$ cat config.mk
export PLATFORM = sky130hd
export DESIGN_NAME = imu_serial_frame_decoder
export DESIGN_NICKNAME = d
export VERILOG_FILES = /design/src/hw/rtl/imu_sfd_pkg.sv /design/src/hw/rtl/imu_sfd_regs.sv /design/src/hw/rtl/imu_sfd_collector.sv /design/src/hw/rtl/imu_sfd_scaler.sv /design/src/hw/rtl/imu_serial_frame_decoder.sv
export SDC_FILE = /design/constraint.sdc
export NUM_CORES = 2
export LEC_CHECK = 0
export BUFFER_PORTS_ARGS = -buffer_cell sky130_fd_sc_hd__clkbuf_2
export CAP_MARGIN = 20
export CORE_MARGIN = 2
export CORE_UTILIZATION = 65
export CTS_BUF_LIST = sky130_fd_sc_hd__clkbuf_8
export DETAILED_ROUTE_END_ITERATION = 12
export PLACE_DENSITY_LB_ADDON = 0.15
export RECOVER_POWER = 25
export SYNTH_ARGS = -nofsm -noshare
export SYNTH_HDL_FRONTEND = slang
export SYNTH_HIERARCHICAL = 1
export SYNTH_SLANG_ARGS = --single-unit
$ cat constraint.sdc
create_clock -name clk -period 9.3 [get_ports clk]
set_clock_uncertainty 0.15 [all_clocks]
set_input_delay 0.93 -clock clk [delete_from_list [all_inputs] [get_ports clk]]
set_output_delay 0.93 -clock clk [all_outputs]
set_load 0.05 [all_outputs]
$ cat src/hw/rtl/imu_sfd_pkg.sv
// ----------------------------------------------------------------------------
// imu_sfd_pkg
// Shared types and constants for the inertial sensor serial frame decoder.
// ----------------------------------------------------------------------------
package imu_sfd_pkg;

	// Configuration register indexes
	localparam int unsigned CFG_INDEX_W = 4;
	localparam logic [CFG_INDEX_W-1:0] CFG_HEADER      = 4'd0;
	localparam logic [CFG_INDEX_W-1:0] CFG_ACCEL_GAIN  = 4'd1;
	localparam logic [CFG_INDEX_W-1:0] CFG_RATE_GAIN   = 4'd2;
	localparam logic [CFG_INDEX_W-1:0] CFG_ANGLE_GAIN  = 4'd3;

	// Register reset values
	localparam logic [7:0]  HEADER_RESET     = 8'h55;
	localparam logic [11:0] ACCEL_GAIN_RESET = 12'd16;
	localparam logic [11:0] RATE_GAIN_RESET  = 12'd2000;
	localparam logic [11:0] ANGLE_GAIN_RESET = 12'd180;

	// Kind byte codes and the result kind codes they map to
	localparam logic [7:0] KIND_BYTE_ACCEL = 8'h51;
	localparam logic [7:0] KIND_BYTE_RATE  = 8'h52;
	localparam logic [7:0] KIND_BYTE_ANGLE = 8'h53;
	localparam logic [1:0] KIND_ACCEL = 2'd0;
	localparam logic [1:0] KIND_RATE  = 2'd1;
	localparam logic [1:0] KIND_ANGLE = 2'd2;

	// Frame layout: position 0 waits for header, 1..9 stored, 10 is checksum
	localparam logic [3:0] POS_IDLE = 4'd0;
	localparam logic [3:0] POS_LAST = 4'd10;
	localparam int unsigned STORE_DEPTH = 9;

	// Temperature: raw*256/340 = raw*64/85, done as |raw| * ceil(2^29/85) >> 23
	localparam logic [22:0]        TEMP_RECIP     = 23'd6316129;
	localparam int unsigned        TEMP_SHIFT     = 23;
	localparam logic signed [16:0] TEMP_OFFSET_Q8 = 17'sd9280;

	typedef struct packed {
		logic [7:0]  header;
		logic [11:0] accel_gain;
		logic [11:0] rate_gain;
		logic [11:0] angle_gain;
	} cfg_t;

	typedef struct packed {
		logic [1:0]         kind;
		logic [11:0]        gain;
		logic signed [15:0] x;
		logic signed [15:0] y;
		logic signed [15:0] z;
		logic signed [15:0] t;
	} frame_t;

endpackage

$ cat src/hw/rtl/imu_sfd_regs.sv
// ----------------------------------------------------------------------------
// imu_sfd_regs
// Configuration registers: header byte and the three per-kind gains.
// ----------------------------------------------------------------------------
module imu_sfd_regs import imu_sfd_pkg::*; (
	input  logic                   clk,
	input  logic                   arst_n,
	input  logic                   cfg_valid,
	output logic                   cfg_ready,
	input  logic [CFG_INDEX_W-1:0] cfg_index,
	input  logic [11:0]            cfg_data,
	output cfg_t                   cfg
);

	cfg_t cfg_q;

	// Writes are always taken; unknown indexes are dropped
	assign cfg_ready = 1'b1;
	assign cfg       = cfg_q;

	always_ff @(posedge clk or negedge arst_n) begin
		if (!arst_n) begin
			cfg_q.header     <= HEADER_RESET;
			cfg_q.accel_gain <= ACCEL_GAIN_RESET;
			cfg_q.rate_gain  <= RATE_GAIN_RESET;
			cfg_q.angle_gain <= ANGLE_GAIN_RESET;
		end else if (cfg_valid) begin
			case (cfg_index)
				CFG_HEADER:     cfg_q.header     <= cfg_data[7:0];
				CFG_ACCEL_GAIN: cfg_q.accel_gain <= cfg_data;
				CFG_RATE_GAIN:  cfg_q.rate_gain  <= cfg_data;
				CFG_ANGLE_GAIN: cfg_q.angle_gain <= cfg_data;
				default: ;
			endcase
		end
	end

endmodule

$ cat src/hw/rtl/imu_sfd_collector.sv
// ----------------------------------------------------------------------------
// imu_sfd_collector
// Header hunt, byte counting and frame storage; hands a whole frame onward.
// ----------------------------------------------------------------------------
module imu_sfd_collector import imu_sfd_pkg::*; (
	input  logic       clk,
	input  logic       arst_n,
	input  logic       in_valid,
	output logic       in_stall,
	input  logic [7:0] rx_byte,
	input  cfg_t       cfg,
	input  logic       frame_take,
	output logic       frame_valid_s1,
	output frame_t     frame_s1
);

	logic [3:0] pos_q;
	logic [7:0] store_q [STORE_DEPTH];
	logic       accept;
	logic       at_last;
	logic       known;
	frame_t     frame_d;

	// Only the checksum byte needs room in the frame stage
	assign at_last  = (pos_q == POS_LAST);
	assign in_stall = at_last && frame_valid_s1 && !frame_take;
	assign accept   = in_valid && !in_stall;

	// Decode the kind byte and assemble the little-endian words
	always_comb begin
		known        = 1'b1;
		frame_d.kind = KIND_ACCEL;
		frame_d.gain = cfg.accel_gain;
		case (store_q[0])
			KIND_BYTE_ACCEL: begin
				frame_d.kind = KIND_ACCEL;
				frame_d.gain = cfg.accel_gain;
			end
			KIND_BYTE_RATE: begin
				frame_d.kind = KIND_RATE;
				frame_d.gain = cfg.rate_gain;
			end
			KIND_BYTE_ANGLE: begin
				frame_d.kind = KIND_ANGLE;
				frame_d.gain = cfg.angle_gain;
			end
			default: known = 1'b0;
		endcase
		frame_d.x = {store_q[2], store_q[1]};
		frame_d.y = {store_q[4], store_q[3]};
		frame_d.z = {store_q[6], store_q[5]};
		frame_d.t = {store_q[8], store_q[7]};
	end

	// Byte position
	always_ff @(posedge clk or negedge arst_n) begin
		if (!arst_n) begin
			pos_q <= POS_IDLE;
		end else if (accept) begin
			if (pos_q == POS_IDLE) begin
				if (rx_byte == cfg.header)
					pos_q <= 4'd1;
			end else if (at_last) begin
				pos_q <= POS_IDLE;
			end else begin
				pos_q <= pos_q + 4'd1;
			end
		end
	end

	// Frame bytes 1..9; the checksum is not kept
	always_ff @(posedge clk) begin
		if (accept && pos_q != POS_IDLE && !at_last)
			store_q[4'(pos_q - 4'd1)] <= rx_byte;
	end

	// Frame stage valid
	always_ff @(posedge clk or negedge arst_n) begin
		if (!arst_n) begin
			frame_valid_s1 <= 1'b0;
		end else if (accept && at_last && known) begin
			frame_valid_s1 <= 1'b1;
		end else if (frame_take) begin
			frame_valid_s1 <= 1'b0;
		end
	end

	always_ff @(posedge clk) begin
		if (accept && at_last && known)
			frame_s1 <= frame_d;
	end

endmodule

$ cat src/hw/rtl/imu_sfd_scaler.sv
// ----------------------------------------------------------------------------
// imu_sfd_scaler
// Gain multiply of the three axes, temperature scaling, result register.
// ----------------------------------------------------------------------------
module imu_sfd_scaler import imu_sfd_pkg::*; (
	input  logic               clk,
	input  logic               arst_n,
	input  logic               frame_valid_s1,
	input  frame_t             frame_s1,
	output logic               frame_take,
	output logic               out_valid,
	input  logic               out_stall,
	output logic [1:0]         frame_kind,
	output logic signed [27:0] x_value,
	output logic signed [27:0] y_value,
	output logic signed [27:0] z_value,
	output logic signed [16:0] temperature_q8
);

	logic               out_valid_q;
	logic               out_free;
	logic signed [12:0] gain_s;
	logic signed [28:0] x_full;
	logic signed [28:0] y_full;
	logic signed [28:0] z_full;
	logic [15:0]        t_mag;
	logic [38:0]        t_prod;
	logic [15:0]        t_quot;
	logic signed [16:0] t_div;
	logic signed [16:0] t_value;

	assign out_free   = !out_valid_q || !out_stall;
	assign frame_take = out_free;
	assign out_valid  = out_valid_q;

	// Axis words times gain
	assign gain_s = $signed({1'b0, frame_s1.gain});
	assign x_full = frame_s1.x * gain_s;
	assign y_full = frame_s1.y * gain_s;
	assign z_full = frame_s1.z * gain_s;

	// Temperature: divide by 85 via reciprocal on the magnitude, truncate to zero
	assign t_mag   = frame_s1.t[15] ? 16'(-frame_s1.t) : 16'(frame_s1.t);
	assign t_prod  = 39'(t_mag) * 39'(TEMP_RECIP);
	assign t_quot  = t_prod[TEMP_SHIFT +: 16];
	assign t_div   = frame_s1.t[15] ? -$signed({1'b0, t_quot}) : $signed({1'b0, t_quot});
	assign t_value = t_div + TEMP_OFFSET_Q8;

	always_ff @(posedge clk or negedge arst_n) begin
		if (!arst_n) begin
			out_valid_q <= 1'b0;
		end else if (out_free) begin
			out_valid_q <= frame_valid_s1;
		end
	end

	always_ff @(posedge clk) begin
		if (out_free && frame_valid_s1) begin
			frame_kind     <= frame_s1.kind;
			x_value        <= x_full[27:0];
			y_value        <= y_full[27:0];
			z_value        <= z_full[27:0];
			temperature_q8 <= t_value;
		end
	end

endmodule

$ cat src/hw/rtl/imu_serial_frame_decoder.sv
// ----------------------------------------------------------------------------
// imu_serial_frame_decoder
// Decodes 11-byte inertial sensor frames into scaled axis values.
// ----------------------------------------------------------------------------
// Input channel: in_valid / in_stall carrying rx_byte, one serial byte per
// item. Bytes are dropped until one equals the header register; that byte
// and the next ten form a frame. Byte 1 selects acceleration, angular rate
// or angle; other kind codes drop the frame with no result.
// Output channel: out_valid / out_stall with frame_kind, x/y/z values (raw
// word times the gain of that kind, 15 fractional bits) and temperature_q8.
// Config channel: cfg_valid / cfg_ready, cfg_index 0..3 selects header,
// accel, rate or angle gain; cfg_ready is always high. Write while idle.
// Throughput: one byte per cycle while in_stall is low. A result passes
// from the edge that takes the checksum byte into the frame register,
// then into the result register, with the gain multiply between them.
// Stall: a valid result holds while out_stall is high; one more frame
// waits in the frame register, and only a checksum byte that would need
// that full register is stalled. All other bytes keep flowing.
// Reset: registers take their defaults, the decoder waits for a header and
// no result is pending.
// ----------------------------------------------------------------------------
module imu_serial_frame_decoder import imu_sfd_pkg::*; (
	input  logic                   clk,
	input  logic                   arst_n,
	input  logic                   in_valid,
	output logic                   in_stall,
	input  logic [7:0]             rx_byte,
	output logic                   out_valid,
	input  logic                   out_stall,
	output logic [1:0]             frame_kind,
	output logic signed [27:0]     x_value,
	output logic signed [27:0]     y_value,
	output logic signed [27:0]     z_value,
	output logic signed [16:0]     temperature_q8,
	input  logic                   cfg_valid,
	output logic                   cfg_ready,
	input  logic [CFG_INDEX_W-1:0] cfg_index,
	input  logic [11:0]            cfg_data
);

	cfg_t   cfg;
	logic   frame_take;
	logic   frame_valid_s1;
	frame_t frame_s1;

	imu_sfd_regs u_regs (
		.clk       (clk),
		.arst_n    (arst_n),
		.cfg_valid (cfg_valid),
		.cfg_ready (cfg_ready),
		.cfg_index (cfg_index),
		.cfg_data  (cfg_data),
		.cfg       (cfg)
	);

	imu_sfd_collector u_collector (
		.clk            (clk),
		.arst_n         (arst_n),
		.in_valid       (in_valid),
		.in_stall       (in_stall),
		.rx_byte        (rx_byte),
		.cfg            (cfg),
		.frame_take     (frame_take),
		.frame_valid_s1 (frame_valid_s1),
		.frame_s1       (frame_s1)
	);

	imu_sfd_scaler u_scaler (
		.clk            (clk),
		.arst_n         (arst_n),
		.frame_valid_s1 (frame_valid_s1),
		.frame_s1       (frame_s1),
		.frame_take     (frame_take),
		.out_valid      (out_valid),
		.out_stall      (out_stall),
		.frame_kind     (frame_kind),
		.x_value        (x_value),
		.y_value        (y_value),
		.z_value        (z_value),
		.temperature_q8 (temperature_q8)
	);

endmodule
==> flow_summary.yaml <==
status:
  status: "complete, but fails checks"
  violations: "capacitance limit, slew limit"
setup_path:
  crit_buf_inv: 2
  cp_top_family: "simple AND/OR/NAND/NOR gates"
  crit_path_start_kind: "register"
  max_stage_delay_ns: 0.67
  critPathKind: "register to register"
  required_ns: 9.57
  arrival_ns: 8.54
  path_max_fanout: 11
  crit_top_cell: "fa_1"
  critPathSlowestCell: "nor4_1"
  critPathCaptureType: "register"
synthesis:
  synth.avg_cell_area_sq_um: 10.67
  synthFlopType: "edfxtp_1"
  ys_warn_count: 6
  ys_ff_latch: 303
  syn_area_sq_mm: 0.03533
  synthCells: 3310
  synth_seq_area_share: 0.2510
  synth_edf_count: 253
  synth_nets: 4213
  synth_cell_types: 89
  synthArstFlopShare: 0.1650
drt:
  wl_per_cell_microns: 18.21
  drc: 0
  m1WireLength_microns: 31190
  highest_layer: "met4"
  routed_wl_microns: 75110
  drt_iter0_markers: 1412
  ant_nets: 0
  vias_per_cell: 5.561
  wl_met2_microns: 37100
  drt_pre_antenna_iters: 5
  vias: 22932
  wl_met3_microns: 4192
cts:
  tritoncts: "yes"
  clk_latency_ns: 0.69
  cts_buffers: 52
  clkTransAtPathRegs_ns: 0.06
  htreeDepth: 2
  cts_resized: 0
  post_cts_buffers: 0
  cts_sinks: 303
  clock_path_buffers: 3
  root_buffer: "clkbuf_8"
  cts_hold_buf: 0
placed_design:
  dp.cells: 4031
  hpwlAfterDp_microns: 58590
  portBuffers: 133
  place.gp.congestion: 0.8595
floorplan:
  pin_count: 135
  die_y_microns: 237.1
  die_x_microns: 237.1
  start_util: 0.6564
  core_area_sq_mm: 0.05381
  rows: 85
  dieArea_sq_mm: 0.05623
global_routing:
  grt_start_max_net_pins: 77
  grt_usage: 0.2822
  grt_pass1_vias: 25224
  overflow: 0
  antenna_found_initial: 1
  grt_pass1_wl_microns: 124900
sta:
  min_period_ns: 8.272
  tns_ns: 0
  relSlewSlack: -0.7434
  setup_viol: 0
  final_hold_viol_count: 0
  worst_pin_slew_ns: 2.615
  rsz0062_at_grt: "false"
  drv_slew: 51
  fmax_ghz: 0.1209
  fin_crit_sh: 0.8895
final_layout:
  finalNetCount: 4293
  syn2layout_area_growth_pct: 6.248
  multi_input_area_sq_mm: 0.02338
  instances_no_fill: 4124
  regArea_sq_mm: 0.008867
  drive_gt1_frac: 0.09513
  nFillCells: 4031
worst_hold_path:
  hold_class: "register to register"
flow_run:
  max_cap_viol_count: 1
pwr:
  irDropWorstVdd_uv: 117.7
  p_per_area_mw_per_mm2: 81.75
  p_leak_nw: 17.94
  power_w: 0.003068
==> worst register-to-register path, cell delays in order (launching register included) <==
cell,delay [ns]
edfxtp_1,0.46
nor4_1,0.65
nand3_1,0.27
nor4_1,0.67
ha_1,0.37
ha_1,0.20
inv_1,0.08
fa_1,0.44
fa_1,0.38
inv_1,0.11
fa_1,0.45
fa_1,0.39
ha_1,0.52
nand4_1,0.17
nor4b_1,0.48
nor2_1,0.10
a21oi_1,0.16
o21ai_1,0.11
xnor2_1,0.18
o21bai_1,0.25
nor4b_4,0.44
nand3b_2,0.22
o31ai_2,0.33
o22ai_1,0.15
a21oi_1,0.20
xnor2_1,0.08
==> cells by family (layout without fill, tap and decap cells) <==
| logic type | after synthesis | in the layout | share of synthesized area |
|---|---|---|---|
| XOR/XNOR | 142 | 142 | 0.03606 |
| flip-flops | 303 | 303 | 0.2510 |
| multiplexers | 58 | 58 | 0.01906 |
| adder cells (fa/ha/maj) | 874 | 874 | 0.4292 |
| AND/OR/NAND/NOR | 869 | 869 | 0.1275 |
| other | 1 | 2 | 0.0001062 |
| buffers and inverters | 810 | 927 | 0.08745 |
| AO/OA/AOI/OAI | 253 | 253 | 0.04962 |
==> registers in the layout, summed over array words and instances (netlist names), 4 cells and up <==
| signal | cells |
|---|---|
| u_collector/store_q | 72 |
| u_scaler/temperature_q8 | 17 |
| u_collector/frame_s1 | 78 |
| u_scaler/x_value | 28 |
| u_scaler/y_value | 28 |
| u_collector/pos_q | 4 |
| u_scaler/z_value | 28 |
| u_regs/cfg | 44 |
==> synthesized netlist by cell type, types with 14 or more instances <==
cell type / instances / share of area
ha_1: 311 / 0.11
fa_1: 563 / 0.32
nand3_1: 30 / 0.0043
mux2_2: 34 / 0.011
nor2_1: 84 / 0.0089
o21ai_0: 38 / 0.0054
xor2_1: 38 / 0.0094
nor3_1: 26 / 0.0037
dfrtp_1: 35 / 0.025
nand2_1: 323 / 0.034
o21bai_1: 17 / 0.0036
xnor2_1: 100 / 0.025
inv_1: 682 / 0.072
clkbuf_1: 116 / 0.012
edfxtp_1: 253 / 0.22
and2_1: 318 / 0.056
mux2i_1: 14 / 0.0040
a21o_1: 21 / 0.0045
dfstp_2: 15 / 0.011
a21oi_1: 65 / 0.0092
==> metrics by stage <==
step           hold slack [ns]  worst slack (ns)  utilization  instance area [sq um]
2_1_floorplan           0.2503             1.900            -                  35330
3_3_place_gp            0.2516             1.390       0.6781                  36490
3_5_place_dp            0.2545             1.131       0.6781                  36490
4_1_cts                 0.1766             1.119       0.6976                  37540
5_1_grt                 0.2537            0.4320       0.6974                  37530
6_report                0.2471             1.028       0.6974                  37530
==> path summary, 6_finish.rpt <==
check	slack, ns	startpoint	depth (start not counted)	end
worst max-delay path	1.03	u_collector/frame_s1[3]	25	u_scaler/temperature_q8[15]
worst min-delay path	0.25	u_collector/store_q[3][4]	0	u_collector/frame_s1[36]
worst max register to register	1.03	u_collector/frame_s1[3]	25	u_scaler/temperature_q8[15]
worst min register to register	0.25	u_collector/store_q[3][4]	0	u_collector/frame_s1[36]
max in group asynchronous	6.51	arst_n	2	u_regs/cfg[39]
min in group asynchronous	1.01	arst_n	2	u_regs/cfg[35]
==> layout make-up <==
type / count / area share
well taps: 696 / 0.02320
clock inverters: 33 / 0.006701
inverters: 683 / 0.06831
repair buffers: 153 / 0.02130
flip-flops and latches: 303 / 0.2363
clock buffers: 58 / 0.02127
multi-input cells: 2197 / 0.6229
diodes: 1 / 0.00006667
==> per-layer routing <==
| layer | vias up | global-route usage |
|---|---|---|
| met3 | 163 | 0.04162 |
| met1 | 11636 | 0.3681 |
| met5 | - | 0 |
| met2 | 659 | 0.4848 |
| li1 | 10474 | - |
| met4 | 0 | 0.1008 |
==> power breakdown <==
group	total (W)	switching, W	internal [W]
combinational	0.000216	0.000123	0.0000934
sequential	0.00163	0.0000539	0.00157
clock	0.00123	0.000587	0.000639
total	0.00307	0.000764	0.00230
==> placed cells by master, fill, tap and decap left out, drive strengths merged, types with 8 or more instances in the layout <==
cell,count
o21bai,17
o31ai,11
o21ai,59
ha,311
nand3,31
fa,563
mux2,44
nand2b,13
nor2b,12
mux2i,14
dfrtp,35
dfstp,15
and3,8
inv,697
xor2,40
nor3,28
buf,19
a31oi,8
xnor2,102
a21o,22
nand2,324
nor2,84
a211oi,8
nand4,10
clkbuf,192
o21a,8
a21oi,69
and2,318
edfxtp,253
clkinv,17
Power figures use the tool's default switching activity.
